### src/hw/rtl/smx_pkg.sv
// Package: shared constants, datapath operation codes and control/status structs.
`timescale 1ns / 1ps
package smx_pkg;

  localparam int unsigned MaxClassesDef = 16;
  localparam logic [4:0]  NumClassesRst = 5'd2;

  // Datapath operations issued by the controller, one per cycle.
  typedef enum logic [3:0] {
    OP_NONE,
    OP_ACCEPT,
    OP_BOOT_INIT,
    OP_SER_MUL_DIV,
    OP_SER_ACC,
    OP_CLAMP,
    OP_E1_SQ,
    OP_POW,
    OP_EXP_RD,
    OP_EXP_LD,
    OP_EXP_WR,
    OP_PROB_RD,
    OP_PROB_START,
    OP_EMIT
  } smx_op_e;

  typedef struct packed {
    smx_op_e op;
  } smx_cmd_t;

  typedef struct packed {
    logic inst_done;  // the incoming word completes an instance
    logic div_idle;   // divider holds no work
    logic k_last;     // series is on its final term
    logic n_big;      // integer part of the difference is 32 or more
    logic pow_done;   // all exp(-1) products are applied
    logic cls_last;   // class pointer is on the last class
  } smx_status_t;

endpackage

### src/hw/rtl/smx_ctrl.sv
// Controller: one-hot sequencer that steps the datapath through each instance.
`timescale 1ns / 1ps
module smx_ctrl
  import smx_pkg::*;
(
  input  logic        clk_i,
  input  logic        rst_ni,
  input  logic        start,
  input  smx_status_t status_i,
  output smx_cmd_t    cmd_o,
  output logic        busy
);

  typedef enum logic [12:0] {
    S_BOOT     = 13'b0000000000001,
    S_SER_MUL  = 13'b0000000000010,
    S_SER_DIV  = 13'b0000000000100,
    S_SER_END  = 13'b0000000001000,
    S_E1       = 13'b0000000010000,
    S_POW      = 13'b0000000100000,
    S_IDLE     = 13'b0000001000000,
    S_EXP_RD   = 13'b0000010000000,
    S_EXP_LD   = 13'b0000100000000,
    S_EXP_WR   = 13'b0001000000000,
    S_PROB_RD  = 13'b0010000000000,
    S_PROB_LD  = 13'b0100000000000,
    S_PROB_DIV = 13'b1000000000000
  } state_e;

  state_e state_q, state_d;
  logic   boot_q, boot_d;

  always_comb begin
    state_d    = state_q;
    boot_d     = boot_q;
    cmd_o.op   = OP_NONE;
    case (state_q)
      S_BOOT: begin
        cmd_o.op = OP_BOOT_INIT;
        state_d  = S_SER_MUL;
      end
      S_SER_MUL: begin
        if (status_i.n_big && !boot_q) begin
          state_d = S_EXP_WR;
        end else begin
          cmd_o.op = OP_SER_MUL_DIV;
          state_d  = S_SER_DIV;
        end
      end
      S_SER_DIV: begin
        if (status_i.div_idle) begin
          cmd_o.op = OP_SER_ACC;
          state_d  = status_i.k_last ? S_SER_END : S_SER_MUL;
        end
      end
      S_SER_END: begin
        cmd_o.op = OP_CLAMP;
        state_d  = boot_q ? S_E1 : S_POW;
      end
      S_E1: begin
        cmd_o.op = OP_E1_SQ;
        boot_d   = 1'b0;
        state_d  = S_IDLE;
      end
      S_POW: begin
        if (status_i.pow_done) begin
          state_d = S_EXP_WR;
        end else begin
          cmd_o.op = OP_POW;
        end
      end
      S_IDLE: begin
        if (start) begin
          cmd_o.op = OP_ACCEPT;
          if (status_i.inst_done) begin
            state_d = S_EXP_RD;
          end
        end
      end
      S_EXP_RD: begin
        cmd_o.op = OP_EXP_RD;
        state_d  = S_EXP_LD;
      end
      S_EXP_LD: begin
        cmd_o.op = OP_EXP_LD;
        state_d  = S_SER_MUL;
      end
      S_EXP_WR: begin
        cmd_o.op = OP_EXP_WR;
        state_d  = status_i.cls_last ? S_PROB_RD : S_EXP_RD;
      end
      S_PROB_RD: begin
        cmd_o.op = OP_PROB_RD;
        state_d  = S_PROB_LD;
      end
      S_PROB_LD: begin
        cmd_o.op = OP_PROB_START;
        state_d  = S_PROB_DIV;
      end
      S_PROB_DIV: begin
        if (status_i.div_idle) begin
          cmd_o.op = OP_EMIT;
          state_d  = status_i.cls_last ? S_IDLE : S_PROB_RD;
        end
      end
      default: begin
        state_d = S_BOOT;
        boot_d  = 1'b1;
      end
    endcase
  end

  always_ff @(posedge clk_i or negedge rst_ni) begin
    if (!rst_ni) begin
      state_q <= S_BOOT;
      boot_q  <= 1'b1;
    end else begin
      state_q <= state_d;
      boot_q  <= boot_d;
    end
  end

  assign busy = (state_q != S_IDLE);

endmodule

### src/hw/rtl/smx_datapath.sv
// Datapath: score and exponential stores, series unit, shared divider, result register.
`timescale 1ns / 1ps
module smx_datapath
  import smx_pkg::*;
#(
  parameter int unsigned MAX_CLASSES = MaxClassesDef
) (
  input  logic               clk_i,
  input  logic               rst_ni,
  input  smx_cmd_t           cmd_i,
  output smx_status_t        status_o,
  input  logic               cfg_we_i,
  input  logic [4:0]         cfg_wdata_i,
  input  logic signed [15:0] score_i,
  output logic               result_valid_o,
  output logic [15:0]        probability_o,
  output logic [3:0]         class_index_o,
  output logic               last_class_o
);

  localparam int unsigned AW = (MAX_CLASSES > 1) ? $clog2(MAX_CLASSES) : 1;
  localparam int unsigned RW = $clog2(MAX_CLASSES + 1);
  localparam logic [32:0] OneQ32 = 33'h1_0000_0000;

  // Stores
  logic [15:0] score_mem [MAX_CLASSES];
  logic [25:0] exp_mem   [MAX_CLASSES];
  logic [15:0] rd_score_q;
  logic [25:0] rd_exp_q;

  logic [4:0]         num_classes_q;
  logic [RW-1:0]      recv_q, recv_d;
  logic [AW-1:0]      cls_q, cls_d;
  logic signed [15:0] largest_q, largest_d;
  logic [31:0]        sum_q, sum_d;

  // Series and power unit
  logic signed [34:0] acc_q, acc_d;
  logic [32:0]        term_q, term_d;
  logic [32:0]        v_q, v_d;
  logic [31:0]        e1_q, e1_d;
  logic [7:0]         m_q, m_d;
  logic [4:0]         k_q, k_d;
  logic [7:0]         n_q, n_d;
  logic [4:0]         pow_q, pow_d;

  // Shared restoring divider
  logic [41:0] div_num_q, div_num_d;
  logic [31:0] div_den_q, div_den_d;
  logic [31:0] div_rem_q, div_rem_d;
  logic [5:0]  div_cnt_q, div_cnt_d;
  logic [32:0] div_trial;
  logic        div_fit;

  logic [32:0]        mul_a, mul_b;
  logic [65:0]        prod;
  logic [RW-1:0]      count;
  logic [RW-1:0]      recv_inc;
  logic               cls_last;
  logic signed [16:0] diff;
  logic [32:0]        quo;

  logic        res_valid_q, res_valid_d;
  logic [15:0] prob_q, prob_d;
  logic [3:0]  cidx_q, cidx_d;
  logic        last_q, last_d;

  // Clamp the configured class count.
  always_comb begin
    if (num_classes_q < 5'd2) begin
      count = RW'(2);
    end else if (int'(num_classes_q) > int'(MAX_CLASSES)) begin
      count = RW'(MAX_CLASSES);
    end else begin
      count = RW'(num_classes_q);
    end
  end

  assign recv_inc = recv_q + RW'(1);
  assign cls_last = ((RW'(cls_q) + RW'(1)) == count);
  assign diff     = 17'(largest_q) - 17'(signed'(rd_score_q));
  assign quo      = div_num_q[32:0];

  always_comb begin
    mul_a = term_q;
    mul_b = {25'd0, m_q};
    case (cmd_i.op)
      OP_POW: begin
        mul_a = v_q;
        mul_b = {1'b0, e1_q};
      end
      OP_E1_SQ: begin
        mul_a = v_q;
        mul_b = v_q;
      end
      default: begin
        mul_a = term_q;
        mul_b = {25'd0, m_q};
      end
    endcase
  end

  assign prod = mul_a * mul_b;

  assign div_trial = {div_rem_q, div_num_q[41]};
  assign div_fit   = (div_trial >= {1'b0, div_den_q});

  always_comb begin
    recv_d      = recv_q;
    cls_d       = cls_q;
    largest_d   = largest_q;
    sum_d       = sum_q;
    acc_d       = acc_q;
    term_d      = term_q;
    v_d         = v_q;
    e1_d        = e1_q;
    m_d         = m_q;
    k_d         = k_q;
    n_d         = n_q;
    pow_d       = pow_q;
    div_num_d   = div_num_q;
    div_den_d   = div_den_q;
    div_rem_d   = div_rem_q;
    div_cnt_d   = div_cnt_q;
    res_valid_d = 1'b0;
    prob_d      = prob_q;
    cidx_d      = cidx_q;
    last_d      = last_q;

    // Advance the divider one quotient bit a cycle.
    if (div_cnt_q != 6'd0) begin
      div_rem_d = div_fit ? 32'(div_trial - {1'b0, div_den_q}) : div_trial[31:0];
      div_num_d = {div_num_q[40:0], div_fit};
      div_cnt_d = div_cnt_q - 6'd1;
    end

    case (cmd_i.op)
      OP_ACCEPT: begin
        if (score_i > largest_q) begin
          largest_d = score_i;
        end
        if (recv_inc >= count) begin
          recv_d = '0;
          cls_d  = '0;
          sum_d  = '0;
        end else begin
          recv_d = recv_inc;
        end
      end
      OP_BOOT_INIT: begin
        acc_d  = 35'(OneQ32);
        term_d = OneQ32;
        k_d    = 5'd1;
        m_d    = 8'd128;
      end
      OP_EXP_LD: begin
        n_d    = diff[15:8];
        m_d    = diff[7:0];
        acc_d  = 35'(OneQ32);
        term_d = OneQ32;
        k_d    = 5'd1;
        pow_d  = '0;
        v_d    = '0;
      end
      OP_SER_MUL_DIV: begin
        div_num_d = {prod[40:8], 9'd0};
        div_den_d = {27'd0, k_q};
        div_rem_d = '0;
        div_cnt_d = 6'd33;
      end
      OP_SER_ACC: begin
        term_d = quo;
        if (k_q[0]) begin
          acc_d = acc_q - 35'(quo);
        end else begin
          acc_d = acc_q + 35'(quo);
        end
        k_d = k_q + 5'd1;
      end
      OP_CLAMP: begin
        v_d = acc_q[34] ? 33'd0 : acc_q[32:0];
      end
      OP_E1_SQ: begin
        e1_d = prod[63:32];
      end
      OP_POW: begin
        v_d   = prod[64:32];
        pow_d = pow_q + 5'd1;
      end
      OP_EXP_WR: begin
        sum_d = sum_q + 32'(v_q[32:7]);
        cls_d = cls_last ? '0 : cls_q + AW'(1);
      end
      OP_PROB_START: begin
        div_num_d = {rd_exp_q, 16'd0};
        div_den_d = sum_q;
        div_rem_d = '0;
        div_cnt_d = 6'd42;
      end
      OP_EMIT: begin
        res_valid_d = 1'b1;
        prob_d      = (div_num_q[41:16] != '0) ? 16'hFFFF : div_num_q[15:0];
        cidx_d      = 4'(cls_q);
        last_d      = cls_last;
        cls_d       = cls_last ? '0 : cls_q + AW'(1);
        if (cls_last) begin
          largest_d = 16'sh8000;
        end
      end
      default: begin
      end
    endcase
  end

  always_ff @(posedge clk_i or negedge rst_ni) begin
    if (!rst_ni) begin
      num_classes_q <= NumClassesRst;
      recv_q        <= '0;
      cls_q         <= '0;
      largest_q     <= 16'sh8000;
      sum_q         <= '0;
      k_q           <= 5'd1;
      n_q           <= '0;
      pow_q         <= '0;
      div_cnt_q     <= '0;
      res_valid_q   <= 1'b0;
    end else begin
      if (cfg_we_i) begin
        num_classes_q <= cfg_wdata_i;
      end
      recv_q      <= recv_d;
      cls_q       <= cls_d;
      largest_q   <= largest_d;
      sum_q       <= sum_d;
      k_q         <= k_d;
      n_q         <= n_d;
      pow_q       <= pow_d;
      div_cnt_q   <= div_cnt_d;
      res_valid_q <= res_valid_d;
    end
  end

  always_ff @(posedge clk_i) begin
    acc_q     <= acc_d;
    term_q    <= term_d;
    v_q       <= v_d;
    e1_q      <= e1_d;
    m_q       <= m_d;
    div_num_q <= div_num_d;
    div_den_q <= div_den_d;
    div_rem_q <= div_rem_d;
    prob_q    <= prob_d;
    cidx_q    <= cidx_d;
    last_q    <= last_d;
  end

  // Score store: written on accept, read through a registered output.
  always_ff @(posedge clk_i) begin
    if (cmd_i.op == OP_ACCEPT) begin
      score_mem[recv_q[AW-1:0]] <= score_i;
    end
    if (cmd_i.op == OP_EXP_RD) begin
      rd_score_q <= score_mem[cls_q];
    end
  end

  // Exponential store.
  always_ff @(posedge clk_i) begin
    if (cmd_i.op == OP_EXP_WR) begin
      exp_mem[cls_q] <= v_q[32:7];
    end
    if (cmd_i.op == OP_PROB_RD) begin
      rd_exp_q <= exp_mem[cls_q];
    end
  end

  assign status_o.inst_done = (recv_inc >= count);
  assign status_o.div_idle  = (div_cnt_q == 6'd0);
  assign status_o.k_last    = (k_q == 5'd16);
  assign status_o.n_big     = (n_q[7:5] != 3'd0);
  assign status_o.pow_done  = (pow_q == n_q[4:0]);
  assign status_o.cls_last  = cls_last;

  assign result_valid_o = res_valid_q;
  assign probability_o  = prob_q;
  assign class_index_o  = cidx_q;
  assign last_class_o   = last_q;

  a_div_start_idle: assert property (@(posedge clk_i) disable iff (!rst_ni)
    (cmd_i.op == OP_SER_MUL_DIV || cmd_i.op == OP_PROB_START) |-> (div_cnt_q == 6'd0))
    else $error("divider started while running");

  a_sum_nonzero: assert property (@(posedge clk_i) disable iff (!rst_ni)
    (cmd_i.op == OP_PROB_START) |-> (sum_q != 32'd0))
    else $error("normalizing with an empty sum");

  a_last_quiet: assert property (@(posedge clk_i) disable iff (!rst_ni)
    (result_valid_o && last_class_o) |=> !result_valid_o)
    else $error("word strobed right after last class");

  a_acc_positive: assert property (@(posedge clk_i) disable iff (!rst_ni)
    (cmd_i.op == OP_CLAMP) |-> !acc_q[34])
    else $error("series accumulator went negative");

endmodule

### src/hw/rtl/softmax_normalizer.sv
// Top level: softmax over the class scores of one instance.
//
//  channel   direction  handshake                 payload
//  config    in         cfg_we_i                  cfg_wdata_i (num_classes)
//  score     in         start (taken when !busy)  score_i (signed Q8.8)
//  result    out        result_valid_o strobe     probability_o, class_index_o, last_class_o
//
// Score words are accepted back to back while an instance fills. The word that
// completes an instance starts a sequenced pass: each class costs a store read and
// a load, 16 series terms (each a multiply, a bit-serial divide by the term index
// and an accumulate), and one exp(-1) multiply per unit of integer difference (up
// to 31); a class 32 or more below the largest skips the series and the multiplies.
// Then each class is divided by the sum in the same divider and strobed out. After
// reset the block builds exp(-1) with busy high. Results cannot be stalled; each
// strobe lasts one cycle.
`timescale 1ns / 1ps
module softmax_normalizer
  import smx_pkg::*;
#(
  parameter int unsigned MAX_CLASSES = MaxClassesDef
) (
  input  logic               clk_i,
  input  logic               rst_ni,
  // configuration
  input  logic               cfg_we_i,
  input  logic [4:0]         cfg_wdata_i,
  // score words
  input  logic               start,
  output logic               busy,
  input  logic signed [15:0] score_i,
  // result words
  output logic               result_valid_o,
  output logic [15:0]        probability_o,
  output logic [3:0]         class_index_o,
  output logic               last_class_o
);

  // Command and status between the sequencer and the datapath.
  smx_cmd_t    cmd;
  smx_status_t status;

  // Sequencer: boot pass for exp(-1), then fill, exponentials, normalize.
  smx_ctrl u_ctrl (
    .clk_i    (clk_i),
    .rst_ni   (rst_ni),
    .start    (start),
    .status_i (status),
    .cmd_o    (cmd),
    .busy     (busy)
  );

  // Datapath: stores, series/power unit, divider and the result register.
  smx_datapath #(
    .MAX_CLASSES (MAX_CLASSES)
  ) u_datapath (
    .clk_i          (clk_i),
    .rst_ni         (rst_ni),
    .cmd_i          (cmd),
    .status_o       (status),
    .cfg_we_i       (cfg_we_i),
    .cfg_wdata_i    (cfg_wdata_i),
    .score_i        (score_i),
    .result_valid_o (result_valid_o),
    .probability_o  (probability_o),
    .class_index_o  (class_index_o),
    .last_class_o   (last_class_o)
  );

endmodule

### config.mk
export PLATFORM = sky130hd
export DESIGN_NAME = softmax_normalizer
export DESIGN_NICKNAME = d
export VERILOG_FILES = /design/src/hw/rtl/smx_pkg.sv /design/src/hw/rtl/smx_ctrl.sv /design/src/hw/rtl/smx_datapath.sv /design/src/hw/rtl/softmax_normalizer.sv
export SDC_FILE = /design/constraint.sdc
export NUM_CORES = 2
export LEC_CHECK = 0
export BUFFER_PORTS_ARGS = -buffer_cell sky130_fd_sc_hd__buf_2
export CAP_MARGIN = 10
export CORE_ASPECT_RATIO = 0.75
export CORE_MARGIN = 3
export CORE_UTILIZATION = 50
export CTS_BUF_LIST = sky130_fd_sc_hd__clkbuf_4
export CTS_CLUSTER_DIAMETER = 80
export CTS_CLUSTER_SIZE = 8
export DETAILED_ROUTE_END_ITERATION = 6
export PLACE_DENSITY = 0.65
export REMOVE_ABC_BUFFERS = 1
export SYNTH_ARGS = -nofsm -noshare
export SYNTH_HDL_FRONTEND = slang
export SYNTH_SLANG_ARGS = --single-unit
export TNS_END_PERCENT = 30
### constraint.sdc
create_clock -name clk_i -period 11.8 [get_ports clk_i]
set_input_delay 2.36 -clock clk_i [delete_from_list [all_inputs] [get_ports clk_i]]
set_output_delay 2.36 -clock clk_i [all_outputs]
set_load 0.005 [all_outputs]
# Word level (Yosys, flattened, before mapping)

Memories as Yosys holds them, arrays and structs flattened. A register that Yosys moved wholly into a read port is not among the register bits.
Index checks and enable logic that the tools add are counted.

Memories kept: 2
Word-level logic and storage cells: 155
Flip-flop bits (word level): 369
Output and inout bits: 23
Memory bits (writable): 672
Input port bits: 25

Memory list:

| name                 | depth | width | read ports | clocked after memory_dff | wr ports | RTL line           | source |
|---|---|---|---|---|---|---|---|
| u_datapath.exp_mem   | 16    | 26    | 1          | 1                        | 1        | smx_datapath.sv:27 | `logic [25:0] exp_mem [MAX_CLASSES];` |
| u_datapath.score_mem | 16    | 16    | 1          | 1                        | 1        | smx_datapath.sv:26 | `logic [15:0] score_mem [MAX_CLASSES];` |

$mul: 1
Magnitude comparators: 5
Equality and inequality tests: 38
Muxes and demuxes: 50
Reductions and logical operators: 25
Add/subtract/negate cells: 11

Operator list:

| kind                                         | count |
|---|---|
| one-hot mux 13 bit (12 select lines)         | 1 |
| one-hot mux 33 bit (2 select lines)          | 2 |
| one-hot mux 32 bit (2 select lines)          | 2 |
| one-hot mux 33 bit (3 select lines)          | 1 |
| one-hot mux 42 bit (2 select lines)          | 1 |
| one-hot mux 35 bit (2 select lines)          | 1 |
| two-way mux 33 bit                           | 2 |
| multiplier 33 x 33 -> 65 bit                 | 1 |
| two-way mux 13 bit                           | 5 |
| two-way mux 32 bit                           | 2 |
| one-hot mux 4 bit (13 select lines)          | 1 |
| two-way mux 42 bit                           | 1 |
| adder 35 x 33 -> 35 bit                      | 1 |
| two-way mux 35 bit                           | 1 |
| subtractor 35 x 33 -> 35 bit                 | 1 |
| greater-or-equal comparator 33 x 32 -> 1 bit | 1 |
| adder 32 x 26 -> 32 bit                      | 1 |
| two-way mux 16 bit                           | 2 |
| one-hot mux 16 bit (2 select lines)          | 1 |
| subtractor 32 bit                            | 1 |
| nonzero test 26 bit                          | 1 |
| equality test 4 bit (second input constant)  | 6 |
| two-way mux 11 bit                           | 2 |
| one-hot mux 5 bit (2 select lines)           | 2 |
| other kinds (52)                             | 90 |

# Depth between registers and ports, before layout

Depth after elaboration: 9
Gate-level depth with buffers: 41

# Modules after synthesis

Synthesis repeated with hierarchy kept, for this count alone.

Cell total of the unflattened synthesis: 7274
Area, all modules: 83458.8 µm²

Modules (own cells, without submodules):

| module       | seq. area each (µm²) | area an instance (µm²) | instances | cells each |
|---|---|---|---|---|
| smx_datapath | 31348.8              | 82376.5                | 1         | 7143 |
| smx_ctrl     | 352.8                | 1082.3                 | 1         | 131 |

# Worst setup path before layout

OpenSTA, ideal clock, no wires.

Path kind: flip-flop to flip-flop
From: register u_ctrl.state_q[0]
To: register u_datapath.v_q[32], data pin
Path buffers: 3
Period minus slack after synthesis: 10370 ps
Setup slack: 1430 ps
Data arrival time: 10104 ps
Data required time: 11534 ps
Stages on the path, launching flop included: 34
Path through: dfstp_2 > buf_2 > or4_4 > nor4_4 > clkbuf_1 > buf_1 > a22oi_1 > nor2_1 > fa_1 > fa_1 > inv_1 > fa_1 > fa_1 > inv_1 > fa_1 > fa_1 > fa_1 > inv_1 > fa_1 > inv_1 > ha_1 > a21oi_1 > o21bai_1 > a21oi_1 > o21ai_0 > a311o_1 > nand2_1 > o21ai_0 > or4bb_1 > o21ba_2 > a211o_1 > a21oi_1 > xnor2_1 > o21ai_0

Word-level cells in the longest chain between the ends: 7

RTL lines:

| element                                                | RTL line                                | source |
|---|---|---|
| start: declaration                                     | smx_ctrl.sv:30                          | `state_e state_q, state_d;` |
| start signal: assignment                               | smx_ctrl.sv:118                         | `state_q <= state_d;` |
| equality test 13 bit, or another cell as far along     | smx_ctrl.sv:37                          | `case (state_q)` |
| one-hot mux 4 bit (13 select lines) (*)                | smx_ctrl.sv:37                          |  |
| equality test 4 x 3 -> 1 bit, on equally long branches | smx_datapath.sv:87, smx_datapath.sv:137 |  |
| OR reduction 2 bit (no source line)                    | -                                       |  |
| two-way mux 33 bit                                     | smx_datapath.sv:87                      | `case (cmd_i.op)` |
| multiplier 33 x 33 -> 65 bit                           | smx_datapath.sv:103                     | `assign prod = mul_a * mul_b;` |
| one-hot mux 33 bit (3 select lines) (*)                | smx_datapath.sv:137                     | `case (cmd_i.op)` |
| named net u_datapath.v_d[32]                           | smx_datapath.sv:40                      | `logic [32:0] v_q, v_d;` |
| end signal: assignment                                 | smx_datapath.sv:246                     | `v_q <= v_d;` |
| end: declaration                                       | smx_datapath.sv:40                      |  |

Mark *: on every way through the listed nets, which the timed path passes. The rest lies on a longest branch.
A chain may end at the register's enable or synchronous reset.

# Worst setup path after layout

From: register u_ctrl.state_q[1]
To: register u_datapath.v_q[32], data pin

The elaborated chain is that of the path after synthesis.

==> metrics <==
maximum vdd ir drop 0.114 mV; fin crit period 11.33 ns; worst hold margin 0.456 ns; status finished, final reports clean; Overall Power 6.41 mW; drt pass-1 iters 6; die width 474 um; worst-path maximum fanout 29; worst reg-to-reg path cell count 34; area leader, netlist edfxtp_1; dpl hpwl 184 mm; Die ar. 170000 sq um; reg2reg end u_datapath.v_q[32]; critical path buffer and inverter count 6; HP Class flip-flop to flip-flop; cts repair resizes 0; # Post-CTS Setup Buffers 0; slowest CP cell mux2i_2; RSZ-0062 raised after global routing no; Buffers on Ports 47; vias in the first global route 57300; area delta synth->final 6.40%; TritonCTS Buffers 155; Vias 56000; register bit total from synthesis 1083; ys async rst share 0.0933; initial antenna violation count 15; Worst Skew 0.194 ns; Synthesis Warnings 0; Synth top area share 0.347; r2r startpoint u_ctrl.state_q[1]; top cell family by delay on the critical path adder cells; Clock Pin Slew Worst Setup and Hold Paths 0.12 ns; critical path required time 12.61 ns; routed wire length 250 mm; Die Ht 357 um; Post-CTS Hold Fix Bufs 0; root buffer cell clkbuf_4; max cap viols 0; Post-Syn Instances 7148; core area 163000 sq um; Total GRT Usage 0.300; syn avg cell area 11.5 sq um; final worst-path cycle share 0.960; Routed WL per cell 26.4 um; Final Hold Fails 0; Worst R2R Setup Slack 0.47 ns; clock latency at the later pin of the worst-skew pair 1.17 ns; TritonCTS clock tree yes; GPL Wtd Cong 1.01; crit path from u_ctrl.state_q[1]; drt drc 0; I/O pins 48; critical path depth in cells 34; # clock sinks 1083; relative slew slack 0.0989; CP endpoint u_datapath.v_q[32]; Critical Path AT 12.14 ns; Slew Limit Fails 0; synth top area cells edfxtp_1, fa_1, ha_1; H-tree Lvls 4; global-route wire length before repair 374 mm; synthesized area 82300 sq um; post-DR vias/cell 5.93; Synth Flop Type edfxtp_1; fraction of layout cells with a size suffix above 1 0.113; Starting Density 0.505; Final setup viols 0; Nets 8598; largest net degree at the start of global routing 94; post-synth cell types 86; Worst Setup End Kind flip-flop; Static Leakage 36.4 nW; row count 128; kind of critical path flip-flop to flip-flop; grt total ovfl 0; FMAX 0.0883 GHz; Iter 0 DRT Violations 6231; Setup crit start kind flip-flop; Final ANT Viol Nets 0; PwrDens 73.2 nW/um^2; Max Root-Sink Buffers 3; Crit path largest cell delay 0.81 ns; number of flops mapped to enable cells by yosys 950; Tightest Pin Transition 1.35 ns; CP dominant cell by count fa_1; register area share after synthesis 0.385
[logic make-up after synthesis]
family | count (synthesis) | synth area share
fa+ha+maj | 1357 | 0.294
xor+xnor | 183 | 0.0195
mux | 314 | 0.0707
flops | 1083 | 0.385
buf+inv | 1495 | 0.0684
compound gates | 788 | 0.0611
simple gates | 1928 | 0.101
[cells in the mapped netlist (all sizes together) (19+ instances only)]
cell	number
a22o	56
a21o	72
o21bai	23
and2	76
mux2i	65
a21oi	190
nor3	51
mux2	39
inv	1177
or2	26
dfxtp	32
nand4	30
xor2	64
buf	43
nor4	19
and3	38
mux4	210
ha	397
clkbuf	274
nand2b	38
nor2	748
nor2b	37
o21a	24
dfrtp	96
nand3	59
xnor2	119
a22oi	50
nand2	749
fa	960
o21ai	242
edfxtp	950
[metal layers]
layer | track usage | vias to the layer above | wire (um)
met5 | 0 | - | 68
met4 | 0.102 | 10 | 9630
met3 | 0.0859 | 511 | 29300
met2 | 0.444 | 3014 | 108000
met1 | 0.427 | 28600 | 103000
li1 | - | 23800 | -
[flip-flops by register name, summed over array words and instances (netlist names), 6 cells and up]
register                  count
u_datapath.div_den_q         32
u_datapath.score_mem        256
u_datapath.div_rem_q         32
u_datapath.m_q                8
u_ctrl.state_q               13
u_datapath.largest_q         16
u_datapath.sum_q             32
u_datapath.exp_mem          416
u_datapath.acc_q             35
u_datapath.rd_score_q        16
u_datapath.rd_exp_q          26
u_datapath.probability_o     16
u_datapath.n_q                8
u_datapath.v_q               33
u_datapath.div_cnt_q          6
u_datapath.term_q            33
u_datapath.div_num_q         42
u_datapath.e1_q              32
[per-stage QoR]
step,TNS [ns],instances,util,worst slack (ns),cell area [sq um]
floorplan,-109.67,6831,-,-1.91,81100
global placement,0,9203,0.526,0.754,85700
detailed placement,0,9203,0.526,0.644,85700
CTS,0,9438,0.537,0.645,87500
global route,0,9445,0.538,0.0390,87600
finish,0,9448,0.538,0.469,87600
[placed cells by master (no fill, tap or decap), types with 24 or more instances in the layout]
cell	n
buf_2	46
xnor2_1	119
edfxtp_1	950
o21a_1	24
nand2_1	747
mux2i_2	26
mux4_2	210
nor2_1	738
nand2b_1	38
clkbuf_4	215
nand3_1	58
and2_1	74
xor2_1	64
buf_4	177
dfxtp_1	32
and3_1	37
a22o_1	56
o21ai_0	234
fa_1	960
a21o_1	72
ha_1	397
mux2_2	39
dfrtp_1	92
a22oi_1	45
nor2b_1	37
nor3_1	51
mux2i_1	39
or2_2	24
a21oi_1	188
nand4_1	30
inv_1	1176
[worst min-delay path by stage]
stage / startpoint / to / slack, ns / cells after the start
final: u_ctrl.boot_q / u_ctrl.state_q[4] / 0.46 / 2
after global routing: u_ctrl.boot_q / u_ctrl.state_q[4] / 0.47 / 2
after CTS: u_ctrl.boot_q / u_ctrl.state_q[4] / 0.42 / 2
after detailed placement: u_datapath.sum_q[31] / u_datapath.sum_q[31] / 0.46 / 1
after global placement: u_datapath.sum_q[31] / u_datapath.sum_q[31] / 0.46 / 1
after floorplan: u_datapath.sum_q[31] / u_datapath.sum_q[31] / 0.44 / 1
[power breakdown]
part	internal (mW)	leakage (nW)	switching (mW)
Sequential	4.12	8.38	0.00183
Combinational	0.0125	27.0	0.0331
Clock	0.883	1.07	1.36
Total	5.02	36.4	1.39
[tightest hold or removal path, cell delays in order (launching register included)]
cell,delay (ns)
dfstp_2,0.40
inv_1,0.05
nor2_1,0.03
[cell type report]
class                      instances  area, sq um
multi-input combinational       4570        45200
timing repair buffer             228         1670
sequential                      1083        31700
clock buffer                     215         1610
antenna                            9         22.5
fill                           14000        75300
inverter                        1178         4420
clock inverter                    20          189
tap                             2145         2680
Power figures use the tool's default switching activity.
